File: src/rtl/core/iuca_pkg.sv
// iuca_pkg: shared types and codes for the iso14443-a uid cascade assembler
// no dependencies; imported by iuca_step and iso14443a_uid_cascade_assembler
package iuca_pkg;

  localparam logic [1:0] OP_ATQA     = 2'd0;
  localparam logic [1:0] OP_ANTICOLL = 2'd1;
  localparam logic [1:0] OP_SELECT   = 2'd2;

  localparam logic [2:0] XS_OK       = 3'd0;
  localparam logic [2:0] XS_NO_CARD  = 3'd1;
  localparam logic [2:0] XS_TIMEOUT  = 3'd2;
  localparam logic [2:0] XS_ERR_BITS = 3'd3;
  localparam logic [2:0] XS_RX_LONG  = 3'd4;

  localparam logic [3:0] ST_PENDING   = 4'd0;
  localparam logic [3:0] ST_DONE      = 4'd1;
  localparam logic [3:0] ST_NO_CARD   = 4'd2;
  localparam logic [3:0] ST_TIMEOUT   = 4'd3;
  localparam logic [3:0] ST_BAD_REPLY = 4'd4;
  localparam logic [3:0] ST_CHECK     = 4'd5;
  localparam logic [3:0] ST_SIZE      = 4'd6;
  localparam logic [3:0] ST_LINK      = 4'd7;
  localparam logic [3:0] ST_NOT_READY = 4'd8;
  localparam logic [3:0] ST_ORDER     = 4'd9;

  localparam logic [7:0] TAG_BYTE = 8'h88;
  localparam logic [7:0] MORE_BIT = 8'h04;
  localparam logic [7:0] SEL_CL1  = 8'h93;

  localparam logic [2:0] ATQA_LEN   = 3'd2;
  localparam logic [2:0] ANTICL_LEN = 3'd5;
  localparam logic [2:0] SEL_LEN    = 3'd3;

  typedef enum logic [2:0] {
    PH_IDLE     = 3'b001,
    PH_ANTICOLL = 3'b010,
    PH_SELECT   = 3'b100
  } phase_t;

  typedef struct packed {
    logic [3:0]  status;
    logic [7:0]  next_cmd;
    phase_t      phase_nxt;
    logic [1:0]  level_nxt;
    logic [15:0] atqa_nxt;
    logic        lb_load;
    logic        wr_en;
    logic        skip_tag;
    logic        done;
  } step_t;

  function automatic logic [7:0] sel_code(input logic [1:0] lvl);
    sel_code = SEL_CL1 + {5'd0, lvl, 1'b0};
  endfunction

  function automatic logic [3:0] xfer_code(input logic [2:0] xs);
    case (xs)
      XS_NO_CARD:  xfer_code = ST_NO_CARD;
      XS_TIMEOUT:  xfer_code = ST_TIMEOUT;
      XS_ERR_BITS: xfer_code = ST_BAD_REPLY;
      XS_RX_LONG:  xfer_code = ST_SIZE;
      default:     xfer_code = ST_LINK;
    endcase
  endfunction

endpackage

File: src/rtl/core/iuca_step.sv
// iuca_step: per-item checks and next-state decision of the cascade sequencer
// depends on iuca_pkg
module iuca_step import iuca_pkg::*; #(
  parameter int UID_MAX_BYTES = 10,
  parameter int MAX_LEVELS    = 3,
  localparam int CNT_W        = $clog2(UID_MAX_BYTES + 1)
) (
  input  logic [1:0]       opcode_i,
  input  logic [2:0]       xfer_status_i,
  input  logic [2:0]       resp_len_i,
  input  logic [2:0]       resp_last_bits_i,
  input  logic [39:0]      resp_data_i,
  input  logic             sak_crc_ok_i,
  input  logic             reader_ready_i,
  input  phase_t           phase_i,
  input  logic [1:0]       level_i,
  input  logic [7:0]       lb_first_i,
  input  logic [CNT_W-1:0] count_i,
  input  logic [15:0]      atqa_i,
  output step_t            step_o,
  output logic [CNT_W-1:0] count_nxt_o,
  output logic [CNT_W-1:0] run_len_o
);

  logic [7:0]     b0, b1, b2, b3, b4;
  logic           tag;
  logic [CNT_W:0] sum;
  logic [2:0]     lvl_inc;

  assign b0 = resp_data_i[7:0];
  assign b1 = resp_data_i[15:8];
  assign b2 = resp_data_i[23:16];
  assign b3 = resp_data_i[31:24];
  assign b4 = resp_data_i[39:32];

  assign tag     = (lb_first_i == TAG_BYTE);
  assign sum     = {1'b0, count_i} + (CNT_W+1)'(tag ? 3 : 4);
  assign lvl_inc = {1'b0, level_i} + 3'd1;
  assign run_len_o = sum[CNT_W-1:0];

  always_comb begin
    step_o.status    = ST_PENDING;
    step_o.next_cmd  = 8'd0;
    step_o.phase_nxt = PH_IDLE;
    step_o.level_nxt = 2'd0;
    step_o.atqa_nxt  = atqa_i;
    step_o.lb_load   = 1'b0;
    step_o.wr_en     = 1'b0;
    step_o.skip_tag  = tag;
    step_o.done      = 1'b0;
    count_nxt_o      = '0;

    if (opcode_i == OP_ATQA) begin
      step_o.atqa_nxt = 16'd0;
      if (!reader_ready_i) begin
        step_o.status = ST_NOT_READY;
      end else if (xfer_status_i != XS_OK) begin
        step_o.status = xfer_code(xfer_status_i);
      end else if (resp_len_i != ATQA_LEN || resp_last_bits_i != 3'd0) begin
        step_o.status = ST_BAD_REPLY;
      end else begin
        step_o.atqa_nxt  = {b1, b0};
        step_o.phase_nxt = PH_ANTICOLL;
        step_o.next_cmd  = sel_code(2'd0);
      end
    end else if (opcode_i == OP_ANTICOLL && phase_i == PH_ANTICOLL) begin
      if (xfer_status_i != XS_OK) begin
        step_o.status = xfer_code(xfer_status_i);
      end else if (resp_len_i > ANTICL_LEN) begin
        step_o.status = ST_SIZE;
      end else if (resp_len_i != ANTICL_LEN) begin
        step_o.status = ST_BAD_REPLY;
      end else if ((b0 ^ b1 ^ b2 ^ b3) != b4) begin
        step_o.status = ST_CHECK;
      end else begin
        step_o.lb_load   = 1'b1;
        step_o.phase_nxt = PH_SELECT;
        step_o.level_nxt = level_i;
        step_o.next_cmd  = sel_code(level_i);
        count_nxt_o      = count_i;
      end
    end else if (opcode_i == OP_SELECT && phase_i == PH_SELECT) begin
      if (xfer_status_i != XS_OK) begin
        step_o.status = xfer_code(xfer_status_i);
      end else if (resp_len_i > SEL_LEN) begin
        step_o.status = ST_SIZE;
      end else if (resp_len_i != SEL_LEN) begin
        step_o.status = ST_BAD_REPLY;
      end else if (!sak_crc_ok_i) begin
        step_o.status = ST_CHECK;
      end else if (sum > (CNT_W+1)'(UID_MAX_BYTES)) begin
        step_o.status = ST_SIZE;
      end else begin
        step_o.wr_en = 1'b1;
        if ((b0 & MORE_BIT) == 8'd0) begin
          step_o.status = ST_DONE;
          step_o.done   = 1'b1;
        end else if (lvl_inc >= 3'(MAX_LEVELS)) begin
          step_o.status = ST_BAD_REPLY;
        end else begin
          step_o.phase_nxt = PH_ANTICOLL;
          step_o.level_nxt = lvl_inc[1:0];
          step_o.next_cmd  = sel_code(lvl_inc[1:0]);
          count_nxt_o      = sum[CNT_W-1:0];
        end
      end
    end else begin
      step_o.status = ST_ORDER;
    end
  end

endmodule

File: src/rtl/core/iso14443a_uid_cascade_assembler.sv
// iso14443a_uid_cascade_assembler: top level of the reader-side card identification sequencer
// depends on iuca_pkg and iuca_step
//
// usage: the in_ channel carries one item per card exchange (atqa reply, then per
// cascade level the anticollision reply and the select reply); the out_ channel
// carries results; cfg_wr_en/cfg_wr_data set reader_ready, written by the user only while
// the block is idle, which the block leaves unchecked. both channels use valid/stall; an item
// moves when valid is high and stall low. an accepted item is held in the input register, is
// evaluated and lands in the result register, which drives out_valid.
// items that give one result sustain one item per cycle while out_stall is low (the result
// register frees when taken).
// a completing select reply gives a run of uid_len results (3 to UID_MAX_BYTES), one per
// cycle while out_stall is low, from the uid buffer once the run is active; the next item
// waits in the input register, so a completion occupies the evaluation stage until its
// run ends.
// reset clears the channels, the sequencer (idle, level 0, no uid bytes), the
// held atqa and reader_ready; the uid buffer is not cleared.
// while out_stall is high the result holds and evaluation pauses; in_stall rises
// only once the input register is also full.
module iso14443a_uid_cascade_assembler import iuca_pkg::*; #(
  parameter int UID_MAX_BYTES = 10,
  parameter int MAX_LEVELS    = 3
) (
  input  logic        clk,
  input  logic        rst_n,
  input  logic        cfg_wr_en,
  input  logic        cfg_wr_data,
  input  logic        in_valid,
  output logic        in_stall,
  input  logic [1:0]  in_opcode,
  input  logic [2:0]  in_xfer_status,
  input  logic [2:0]  in_resp_len,
  input  logic [2:0]  in_resp_last_bits,
  input  logic [39:0] in_resp_data,
  input  logic        in_sak_crc_ok,
  output logic        out_valid,
  input  logic        out_stall,
  output logic [3:0]  out_status,
  output logic [7:0]  out_next_cmd,
  output logic [7:0]  out_uid_byte,
  output logic [3:0]  out_uid_index,
  output logic [3:0]  out_uid_len,
  output logic [7:0]  out_sak,
  output logic [15:0] out_atqa,
  output logic        out_last
);

  localparam int CNT_W = $clog2(UID_MAX_BYTES + 1);
  localparam int IDX_W = $clog2(UID_MAX_BYTES);

  // input register
  logic        in_vld_r;
  logic [1:0]  opcode_r;
  logic [2:0]  xfer_status_r;
  logic [2:0]  resp_len_r;
  logic [2:0]  resp_last_bits_r;
  logic [39:0] resp_data_r;
  logic        sak_crc_ok_r;

  // sequencer state
  logic             reader_ready_r;
  phase_t           phase_r;
  logic [1:0]       level_r;
  logic [31:0]      level_bytes_r;
  logic [CNT_W-1:0] count_r;
  logic [15:0]      atqa_r;
  logic [7:0]       uid_store [UID_MAX_BYTES];

  // completion run
  logic             run_active_r;
  logic [IDX_W-1:0] run_idx_r;
  logic [CNT_W-1:0] run_len_r;
  logic [7:0]       run_sak_r;

  // result register
  logic        out_valid_r;
  logic [3:0]  out_status_r;
  logic [7:0]  out_next_cmd_r;
  logic [7:0]  out_uid_byte_r;
  logic [3:0]  out_uid_index_r;
  logic [3:0]  out_uid_len_r;
  logic [7:0]  out_sak_r;
  logic [15:0] out_atqa_r;
  logic        out_last_r;

  step_t            st;
  logic [CNT_W-1:0] count_nxt;
  logic [CNT_W-1:0] run_len_nxt;
  logic             out_load;
  logic             run_emit;
  logic             adv;
  logic             run_end;
  logic [CNT_W:0]   wr_sum [4];
  logic [IDX_W-1:0] wr_addr [4];

  iuca_step #(
    .UID_MAX_BYTES (UID_MAX_BYTES),
    .MAX_LEVELS    (MAX_LEVELS)
  ) u_step (
    .opcode_i         (opcode_r),
    .xfer_status_i    (xfer_status_r),
    .resp_len_i       (resp_len_r),
    .resp_last_bits_i (resp_last_bits_r),
    .resp_data_i      (resp_data_r),
    .sak_crc_ok_i     (sak_crc_ok_r),
    .reader_ready_i   (reader_ready_r),
    .phase_i          (phase_r),
    .level_i          (level_r),
    .lb_first_i       (level_bytes_r[7:0]),
    .count_i          (count_r),
    .atqa_i           (atqa_r),
    .step_o           (st),
    .count_nxt_o      (count_nxt),
    .run_len_o        (run_len_nxt)
  );

  assign out_load = !out_valid_r || !out_stall;
  assign run_emit = run_active_r && out_load;
  assign adv      = in_vld_r && !run_active_r && out_load;
  assign in_stall = in_vld_r && !adv;
  assign run_end  = ({1'b0, run_idx_r} + (IDX_W+1)'(1)) == (IDX_W+1)'(run_len_r);

  always_comb begin
    for (int k = 0; k < 4; k++) begin
      wr_sum[k]  = {1'b0, count_r} + (CNT_W+1)'(k) - (CNT_W+1)'(st.skip_tag);
      wr_addr[k] = wr_sum[k][IDX_W-1:0];
    end
  end

  // control state
  always_ff @(posedge clk) begin
    if (!rst_n) begin
      in_vld_r       <= 1'b0;
      reader_ready_r <= 1'b0;
      phase_r        <= PH_IDLE;
      level_r        <= 2'd0;
      level_bytes_r  <= 32'd0;
      count_r        <= '0;
      atqa_r         <= 16'd0;
      run_active_r   <= 1'b0;
      run_idx_r      <= '0;
      out_valid_r    <= 1'b0;
    end else begin
      if (cfg_wr_en) begin
        reader_ready_r <= cfg_wr_data;
      end
      if (!in_stall) begin
        in_vld_r <= in_valid;
      end
      if (adv) begin
        phase_r <= st.phase_nxt;
        level_r <= st.level_nxt;
        count_r <= count_nxt;
        atqa_r  <= st.atqa_nxt;
        if (st.lb_load) begin
          level_bytes_r <= resp_data_r[31:0];
        end
        if (st.done) begin
          run_active_r <= 1'b1;
          run_idx_r    <= '0;
        end
      end
      if (run_emit) begin
        if (run_end) begin
          run_active_r <= 1'b0;
        end else begin
          run_idx_r <= run_idx_r + IDX_W'(1);
        end
      end
      if (out_load) begin
        out_valid_r <= run_emit || (adv && !st.done);
      end
    end
  end

  // payload registers and uid buffer
  always_ff @(posedge clk) begin
    if (in_valid && !in_stall) begin
      opcode_r         <= in_opcode;
      xfer_status_r    <= in_xfer_status;
      resp_len_r       <= in_resp_len;
      resp_last_bits_r <= in_resp_last_bits;
      resp_data_r      <= in_resp_data;
      sak_crc_ok_r     <= in_sak_crc_ok;
    end
    if (adv && st.wr_en) begin
      for (int k = 0; k < 4; k++) begin
        if (k >= int'(st.skip_tag)) begin
          uid_store[wr_addr[k]] <= level_bytes_r[8*k +: 8];
        end
      end
    end
    if (adv && st.done) begin
      run_len_r <= run_len_nxt;
      run_sak_r <= resp_data_r[7:0];
    end
    if (run_emit) begin
      out_status_r    <= ST_DONE;
      out_next_cmd_r  <= 8'd0;
      out_uid_byte_r  <= uid_store[run_idx_r];
      out_uid_index_r <= 4'(run_idx_r);
      out_uid_len_r   <= 4'(run_len_r);
      out_sak_r       <= run_sak_r;
      out_atqa_r      <= atqa_r;
      out_last_r      <= run_end;
    end else if (adv && out_load) begin
      out_status_r    <= st.status;
      out_next_cmd_r  <= st.next_cmd;
      out_uid_byte_r  <= 8'd0;
      out_uid_index_r <= 4'd0;
      out_uid_len_r   <= 4'd0;
      out_sak_r       <= 8'd0;
      out_atqa_r      <= st.atqa_nxt;
      out_last_r      <= 1'b1;
    end
  end

  assign out_valid     = out_valid_r;
  assign out_status    = out_status_r;
  assign out_next_cmd  = out_next_cmd_r;
  assign out_uid_byte  = out_uid_byte_r;
  assign out_uid_index = out_uid_index_r;
  assign out_uid_len   = out_uid_len_r;
  assign out_sak       = out_sak_r;
  assign out_atqa      = out_atqa_r;
  assign out_last      = out_last_r;

  // a completing select starts its run at the first buffer entry
  a_run_start: assert property (@(posedge clk) disable iff (!rst_n)
    adv && st.done |=> run_active_r && run_idx_r == '0)
    else $error("completion run did not start");

  // run index stays inside the assembled uid
  a_run_idx: assert property (@(posedge clk) disable iff (!rst_n)
    run_active_r |-> (CNT_W+1)'(run_idx_r) < (CNT_W+1)'(run_len_r))
    else $error("run index beyond uid length");

  // a held input item is never dropped
  a_in_hold: assert property (@(posedge clk) disable iff (!rst_n)
    in_stall |=> in_vld_r)
    else $error("held item lost");

  // uid byte count never passes the buffer size
  a_count: assert property (@(posedge clk) disable iff (!rst_n)
    (CNT_W+1)'(count_r) <= (CNT_W+1)'(UID_MAX_BYTES))
    else $error("uid count overflow");

  // error results carry no command and close the item
  a_err: assert property (@(posedge clk) disable iff (!rst_n)
    out_valid_r && out_status_r != ST_PENDING && out_status_r != ST_DONE
      |-> out_next_cmd_r == 8'd0 && out_last_r)
    else $error("error result malformed");

endmodule
File: config.mk
export PLATFORM = sky130hd
export DESIGN_NAME = iso14443a_uid_cascade_assembler
export DESIGN_NICKNAME = d
export VERILOG_FILES = /design/src/rtl/core/iuca_pkg.sv /design/src/rtl/core/iuca_step.sv /design/src/rtl/core/iso14443a_uid_cascade_assembler.sv
export SDC_FILE = /design/constraint.sdc
export NUM_CORES = 1
export LEC_CHECK = 0
export BUFFER_PORTS_ARGS = -buffer_cell sky130_fd_sc_hd__buf_4
export CELL_PAD_IN_SITES_DETAIL_PLACEMENT = 2
export CELL_PAD_IN_SITES_GLOBAL_PLACEMENT = 2
export CORE_ASPECT_RATIO = 1.1
export CORE_MARGIN = 5
export CORE_UTILIZATION = 40
export CTS_CLUSTER_DIAMETER = 30
export CTS_CLUSTER_SIZE = 10
export DETAILED_ROUTE_END_ITERATION = 10
export PLACE_DENSITY_LB_ADDON = 0.1
export SLEW_MARGIN = 20
export SYNTH_ARGS = -nofsm -noshare
export SYNTH_HDL_FRONTEND = slang
export SYNTH_SLANG_ARGS = --single-unit
File: constraint.sdc
create_clock -name clk -period 5.2 [get_ports clk]
set_input_delay 0.78 -clock clk [delete_from_list [all_inputs] [get_ports clk]]
set_output_delay 0.78 -clock clk [all_outputs]
set_load 0.005 [all_outputs]
# Yosys cells after proc, flatten, opt, wreduce, memory -nomap -nowiden
# Memories as Yosys holds them, arrays and structs flattened. A register that Yosys moved wholly into a read port is not among the register bits.
# Cells that the tools add are included.
# totals
memories,1
wordCells,189
out_inout_bits,55
ramBits,80
reg_bits,182
# mem_list
name,depth,width,read_ports,rd_clocked_by_memory_dff,write_ports,line_no,text
uid_store,10,8,1,1,4,iso14443a_uid_cascade_assembler.sv:67,logic [7:0] uid_store [UID_MAX_BYTES];
# op_classes
n_addsub,13
n_mux,99
n_eq_ne,15
magnitude_cmp,5
reduce_logical,27
bitwise_logic,3
# ops
operator,count
$mux W13,12
$mux W4,34
$mux W16,6
$mux W11,3
$mux W1,32
$mux W8,3
$xor A8 B8 Y8,3
$mux W17,1
$add A8 B3 Y8 const A,2
$sub A4 B1 Y4,4
$mux W15,1
$mux W3,4
$pmux W3 S4,1
$logic_and A1 B1 Y1,11
$eq A3 B2 Y1 const B,3
$add A4 B1 Y4 const B,2
$add A4 B2 Y4 const B,2
$eq A8 B8 Y1 const B,1
$logic_not A8 Y1,1
$ne A8 B8 Y1,1
$eq A3 B3 Y1 const B,2
$logic_not A1 Y1,6
$ne A3 B2 Y1 const B,2
$ne A6 B5 Y1 const B,1
19 further kinds,24

# Depth between registers and ports, before layout
# Gate-level depths: netlist of run 1.
# depth
depth_word,17
depth_mapped,16

# By module
# A second synthesis of run 1 with hierarchy kept.
# hier_totals
cells_unflattened,1435
hier_area_um2,14741.6
# by_module_without_submodules
module,instances,cells_per_inst,seq_area_each_um2,area_each_um2
iso14443a_uid_cascade_assembler,1,1283,7096.8,13436.6
iuca_step,1,152,0.0,1305.0

# Worst setup path before layout of run 1
# OpenSTA, ideal clock, no wires.
# synth_path
path_kind,in2reg
from,input port out_stall
to,register out_atqa_r[0] (netlist: out_atqa[0]) (enable)
path_slack_ns,0.626
arrival_time_ns,4.067
t_required_ns,4.693
stages,2
path_buffers,0
path_cell_list,nand2_1 > a21boi_0
# synth_between
elab_chain_len,5
# synth_rtl
item,line_no,text
start: declaration,iso14443a_uid_cascade_assembler.sv:37,"input logic out_stall,"
$logic_not A1 Y1 *,iso14443a_uid_cascade_assembler.sv:117,assign out_load = !out_valid_r || !out_stall;
$logic_or A1 B1 Y1 *,iso14443a_uid_cascade_assembler.sv:117,
$logic_and A1 B1 Y1,iso14443a_uid_cascade_assembler.sv:119,assign adv = in_vld_r && !run_active_r && out_load;
$logic_and A1 B1 Y1,iso14443a_uid_cascade_assembler.sv:206,end else if (adv && out_load) begin
$reduce_bool A2 Y1 (no source line) *,--,
end signal: assignment,iso14443a_uid_cascade_assembler.sv:204,out_atqa_r <= atqa_r;
end signal: assignment,iso14443a_uid_cascade_assembler.sv:213,out_atqa_r <= st.atqa_nxt;
end: declaration,iso14443a_uid_cascade_assembler.sv:83,logic [15:0] out_atqa_r;
# Every way passes the cells marked *; elsewhere a longest branch is shown, timed or not.
# A chain may end at the register's enable or synchronous reset.

==> qor.txt, run 1 <==
Final Wtd Congestion -> 0.9486
Area growth syn-to-layout -> 25.47%
total number of vias -> 11960
number of global-route vias before repair -> 12870
Worst Path Required -> 5.48 ns
total grt overflow -> 0
mux cell area share after synthesis -> 5.288%
number of post-CTS setup repair buffers -> 0
number of synthesized flops with an enable pin -> 185
Post-Synth XOR/XNOR Area -> 3.534%
Syn. warnings -> 0
pwr/cell area -> 366.1 nW/µm²
Critical Path, Cell by Cell -> nor4b_1 > nand4_1 > inv_1 > ha_1 > fa_1 > nand2b_1 > a221o_1 > o211ai_1 > buf_4 > or4_1 > nor2_1 > a222oi_1
Netlist cell types -> 74
hold wc startpoint -> in_resp_data[38]
Leakage Power -> 0.006393 µW
max-slew violation count -> 0
# hold bufs at CTS -> 0
simple-gate share of the synthesized area -> 13.22%
crit path max fanout -> 23
port buffer count -> 110
Post-Syn Area -> 13630 µm²
Ports -> 113
drt wl/cell -> 32.70 µm
Mapped Cells -> 1235
setup_tns -> 0 ns
Crit Path Class -> reg -> reg
Clk Tree Root Cell -> clkbuf_16
initial antenna violation count -> 0
final worst-path cycle share -> 91.39%
Worst Hold Class -> in -> reg
total track usage -> 31.78%
drc violations -> 0
RSZ-0062 raised after global routing -> false
reg2reg setup slack -> 0.45 ns
slowest CP cell -> nor2_1
Synth Area in Compound Gates -> 20.20%
Row Count -> 71
Total Routed Length -> 60700 µm
Peak supply drop -> 0.0003488 V
Tot Pwr -> 6260 µW
Critical Path AT -> 5.03 ns
crit path from -> level_bytes_r[5]
Initial Util -> 40.16%
worst hold stages -> 1
Detailed Routing Iterations Pass 1 -> 9
f_max -> 0.2104 GHz
Mean Syn Cell Area -> 11.04 µm²
Skew-Pair Late Insertion Delay -> 0.60 ns
first-pass GRT wire length -> 89260 µm
post-CTS resize count -> 0
Core Box Area -> 33940 µm²
maximum buffer depth of the clock tree -> 3
reg-to-reg endpoint -> uid_store[9][1]
Startpoint Class -> register
Synth Register Bits -> 258
largest net degree at the start of global routing -> 68
clk slew on worst S/H paths -> 0.05 ns
dpl cells -> 1746
Tightest Pin Transition -> 1.051 ns
clk_skew -> 0.03294 ns
Max Cap Viol -> 0
kind of capture point of the worst setup path -> register
Adder-Cell Fraction of Synth Area -> 1.946%
H-tree levels -> 2
Yosys top cell by area -> edfxtp_1
CTS tree -> done
final setup violation count -> 0
ys async rst share -> 0%
Post-DRT Antenna Nets -> 0
filler-free cell count of the finished design -> 1856
Top FF cell, synth -> edfxtp_1
TritonCTS Buffers -> 58
Tmin final -> 4.752 ns
Final nets -> 1446
vias per cell -> 6.445
dpl hpwl -> 43430 µm
status -> completed
antenna diode count -> 0
top post-synthesis cells by area -> edfxtp_1, dfxtp_1, mux2i_1
RR Startpoint -> level_bytes_r[5]
Die W -> 186 µm
post-synth top area share -> 40.76%
Hold Slack -> 0.3516 ns
slowest cell delay on critical path -> 0.64 ns
Register-to-Register Path Depth -> 12
total die area -> 37870 µm²
slew margin rel. -> 29.62%
Post-synth top cells -> edfxtp_1, dfxtp_1, a21oi_1, clkbuf_1, nand2_1
final hold viol count -> 0
main combinational cell family by area after synthesis -> compound AO/OA/AOI/OAI gates
fraction of layout cells with a size suffix above 1 -> 22.07%
Die Ht -> 203.6 µm
Seq/Total Area, Yosys -> 51.48%
CTS sink cnt -> 258
most frequent cell after synthesis -> edfxtp_1
initial drt markers -> 874
hold endpoint -> resp_data_r[38]
## critical path, delay by kind of cell, from the launching register on
kind | cells | cell delay [ns]
and+or+nand+nor | 5 | 2.20
DFF | 1 | 0.39
AOI/OAI and AO/OA | 3 | 0.57
adders and majority gates | 2 | 0.71
buffers and inverters | 2 | 0.55
## per-layer routing
metal  global-route usage [%]  vias to the layer above  routed length (µm)
li1                         -                     5144                   -
met1                    39.90                     6176               24270
met2                    54.85                      491               30350
met3                    4.905                      150                3319
met4                    12.44                        0                2754
met5                        0                        -                   0
## sequential cells by signal, indices dropped and copies added (netlist names), 4 cells and up
register       flops
count_r            4
run_sak_r          8
out_status         4
resp_data_r       40
out_next_cmd       4
out_uid_index      4
level_bytes_r     32
out_uid_len        4
run_len_r          4
out_uid_byte       8
run_idx_r          4
uid_store         80
out_atqa          16
out_sak            8
atqa_r            16
## placed cells by master, fill, tap and decap left out, drive strengths merged, types with 24 or more instances in the layout
master  count
a211oi     38
a21oi      65
a22o       33
a31oi      25
buf       166
clkbuf     70
clkinv     26
dfxtp      73
edfxtp    185
inv        55
mux2i      36
nand2      65
nand3      62
nor2       57
o21ai      43
o22ai      46
o31ai      46
xnor2      24
## area by class of cell
cell class                 instances  area [µm²]
timing repair buffer             166        1246
fill                            3388       16830
clock inverter                    40       447.9
inverter                          51       191.4
clock buffer                      70        1579
tap                              438       548.0
multi-input combinational        833        6070
sequential                       258        7018
## worst max-delay path by stage
stage / cells after the start / slack, ns / to
after floorplan: 2 / 0.63 / out_atqa[0]
after global placement: 12 / 0.79 / uid_store[9][0]
after detailed placement: 12 / 0.57 / uid_store[2][3]
after CTS: 12 / 0.55 / uid_store[2][3]
after global routing: 12 / 0.23 / uid_store[3][4]
final: 12 / 0.45 / uid_store[9][1]
## through the flow
stage | instance area (µm²) | setup slack, ns | util (%)
floorplan | 13630 | 0.6257 | -
global placement | 15060 | 0.7893 | 44.39
detailed placement | 15070 | 0.5703 | 44.42
CTS | 17100 | 0.5494 | 50.39
global route | 17100 | 0.2305 | 50.39
finish | 17100 | 0.4480 | 50.39
## logic make-up (layout without fill, tap and decap cells)
group           after synthesis  in the layout
compound gates              390            390
other cells                   1              2
fa+ha+maj                    20             20
buf+inv                     145            327
mux                          52             52
simple gates                330            330
xor+xnor                     39             39
flops                       258            258
## report_power, final
group          leakage, µW  internal [µW]  switching, µW  total, µW
Clock             0.000996           2510           1250       3760
Combinational      0.00306           98.4            112        210
Sequential         0.00234           2240           45.7       2290
Note: power is estimated with default switching activity, not from simulation.
==> inputs of run 2 (changes only) <==
Settings changed: ABC_AREA set to 1, CORE_UTILIZATION 40 to 36, PLACE_DENSITY_LB_ADDON 0.1 to 0.12.
==> run 2 against run 1 <==
  * Register-to-register slack better by 0.32 ns
  * Die area rose by 20%
  * Power grew 2.8%
  * Clock skew increased by 0.019 ns
  * Final area grew 7.0%
  * Critical path type unchanged
  * Largest cell class unchanged
  * Worst setup slack improved by 0.32 ns
==> qor.txt, run 2 <==
Tightest Pin Transition -> 1.010 ns
crit path max fanout -> 27
post-CTS resize count -> 0
Worst Hold Class -> in -> reg
max-slew violation count -> 0
placed instance area -> 16260 µm²
Crit path max-delay family -> simple AND/OR/NAND/NOR gates
multi-input logic area -> 6564 µm²
# hold bufs at CTS -> 0
Filler cells -> 4626
Mapped Cells -> 1940
commonest non-fill, non-tap cell in the layout -> nand2_1
pwr/cell area -> 351.8 nW/µm²
Initial Util -> 36.30%
Clk Tree Root Cell -> clkbuf_16
antenna diode count -> 0
Yosys top cell by area -> edfxtp_1
Skew-Pair Late Insertion Delay -> 0.62 ns
Die W -> 204.1 µm
slowest CP cell -> fa_1
Design Area, Final -> 18290 µm²
final hold viol count -> 0
Netlist cell types -> 50
Tot Pwr -> 6435 µW
Core Box Area -> 41090 µm²
WP buf/inv -> 2
slew margin rel. -> 32.60%
ys async rst share -> 0%
clk slew on worst S/H paths -> 0.05 ns
dpl cells -> 2548
f_max -> 0.2258 GHz
Seq/Total Area, Yosys -> 47.05%
first-pass GRT wire length -> 96540 µm
top post-synthesis cells by area -> edfxtp_1, nand2_1, dfxtp_1
Leakage Power -> 0.008064 µW
filler-free cell count of the finished design -> 2660
TritonCTS Buffers -> 59
number of synthesized flops with an enable pin -> 185
fraction of layout cells with a size suffix above 1 -> 14.67%
Post-DRT Antenna Nets -> 0
Area growth syn-to-layout -> 22.65%
total track usage -> 27.82%
status -> completed
H-tree levels -> 2
Post-synth top cells -> nand2_1, nand3_1, inv_1
Synth Register Bits -> 258
RSZ-0062 raised after global routing -> false
post-synth top area share -> 37.25%
Startpoint Class -> register
kind of capture point of the worst setup path -> register
CTS sink cnt -> 258
port buffer count -> 110
Row Count -> 78
Tmin final -> 4.428 ns
Final Wtd Congestion -> 0.9040
Max Cap Viol -> 0
most frequent cells in the layout -> nand2_1, nand3_1, inv_1
total die area -> 45600 µm²
most frequent cell after synthesis -> nand2_1
Die Ht -> 223.5 µm
slowest cell delay on critical path -> 0.48 ns
Largest register FFs -> 80
Ports -> 113
Syn. warnings -> 0
total grt overflow -> 0
drc violations -> 0
CTS tree -> done
Worst Path Required -> 5.41 ns
number of global-route vias before repair -> 15630
initial drt markers -> 811
Core Util, Final -> 44.52%
final setup violation count -> 0
sequential cell area -> 7017 µm²
Final nets -> 2127
Crit Path Class -> reg -> reg
Total Routed Length -> 64150 µm
setup_tns -> 0 ns
initial antenna violation count -> 0
drt wl/cell -> 24.12 µm
vias per cell -> 5.489
Top FF cell, synth -> edfxtp_1
final worst-path cycle share -> 85.16%
Critical Path, Cell by Cell -> inv_1 > nor4_1 > inv_1 > nor2_1 > ha_1 > fa_1 > nand2_1 > o21ai_1 > nand3_1 > nand4_4 > nor2_8 > nand2_2 > nor2_1 > nand2_1 > nand4_1
clk_skew -> 0.05237 ns
Critical Path AT -> 4.64 ns
Mean Syn Cell Area -> 7.688 µm²
total number of vias -> 14600
largest net degree at the start of global routing -> 53
Detailed Routing Iterations Pass 1 -> 7
Post-Syn Area -> 14910 µm²
number of post-CTS setup repair buffers -> 0
Peak supply drop -> 0.0002730 V
maximum buffer depth of the clock tree -> 3
dpl hpwl -> 46270 µm
[run 2: logic make-up (layout without fill, tap and decap cells)]
family                   Yosys count  in the layout  synth area share, %
flip-flops                       258            258                47.05
buffers and inverters            324            483                9.161
XOR/XNOR                          22             22                1.393
adder cells (fa/ha/maj)           20             20                1.779
AO/OA/AOI/OAI                    239            239                8.607
AND/OR/NAND/NOR                 1076           1076                31.99
other                              1              2              0.02514
[run 2: path summary, 6_finish.rpt]
| check | from | endpoint | slack (ns) | cells after the start |
|---|---|---|---|---|
| worst max-delay path | level_bytes_r[3] | uid_store[3][6] | 0.77 | 15 |
| worst min-delay path | in_resp_data[2] | resp_data_r[2] | 0.34 | 1 |
| worst max register to register | level_bytes_r[3] | uid_store[3][6] | 0.77 | 15 |
| worst min register to register | out_next_cmd[3] | out_next_cmd[3] | 0.49 | 2 |
[run 2: metal layers]
layer	wire (µm)	GRT usage, %	vias to the layer above
li1	-	-	6680
met1	26470	35.09	7307
met2	31370	47.27	460
met3	3421	4.477	155
met4	2891	11.93	0
met5	0	0	-
[run 2: power breakdown]
group | internal, µW | leakage, µW | switching (µW)
logic | 127 | 0.00467 | 242
clock network | 2530 | 0.000987 | 1220
registers | 2270 | 0.00241 | 49.2
[run 2: final cells by class]
type	instances	area share [%]
Sequential cell	258	38.36
Multi-Input combinational cell	1359	35.88
Clock buffer	68	8.529
Timing Repair Buffer	157	6.443
Inverter	214	4.391
Tap cell	560	3.830
Clock inverter	44	2.565
[run 2: worst reg2reg max path, delay by kind of cell (launching register included)]
kind	cells	cell delay [ns]
flip-flops	1	0.37
AO/OA/AOI/OAI	1	0.07
AND/OR/NAND/NOR	10	2.62
buffers and inverters	2	0.17
adder cells (fa/ha/maj)	2	0.80
[run 2: per-stage QoR]
step,hold WS (ns),setup slack [ns]
after global placement,0.4564,1.117
after floorplan,0.4468,0.9887
after detailed placement,0.4665,0.8146
after global routing,0.3140,0.4840
final,0.3408,0.7716
after CTS,0.3049,0.7404
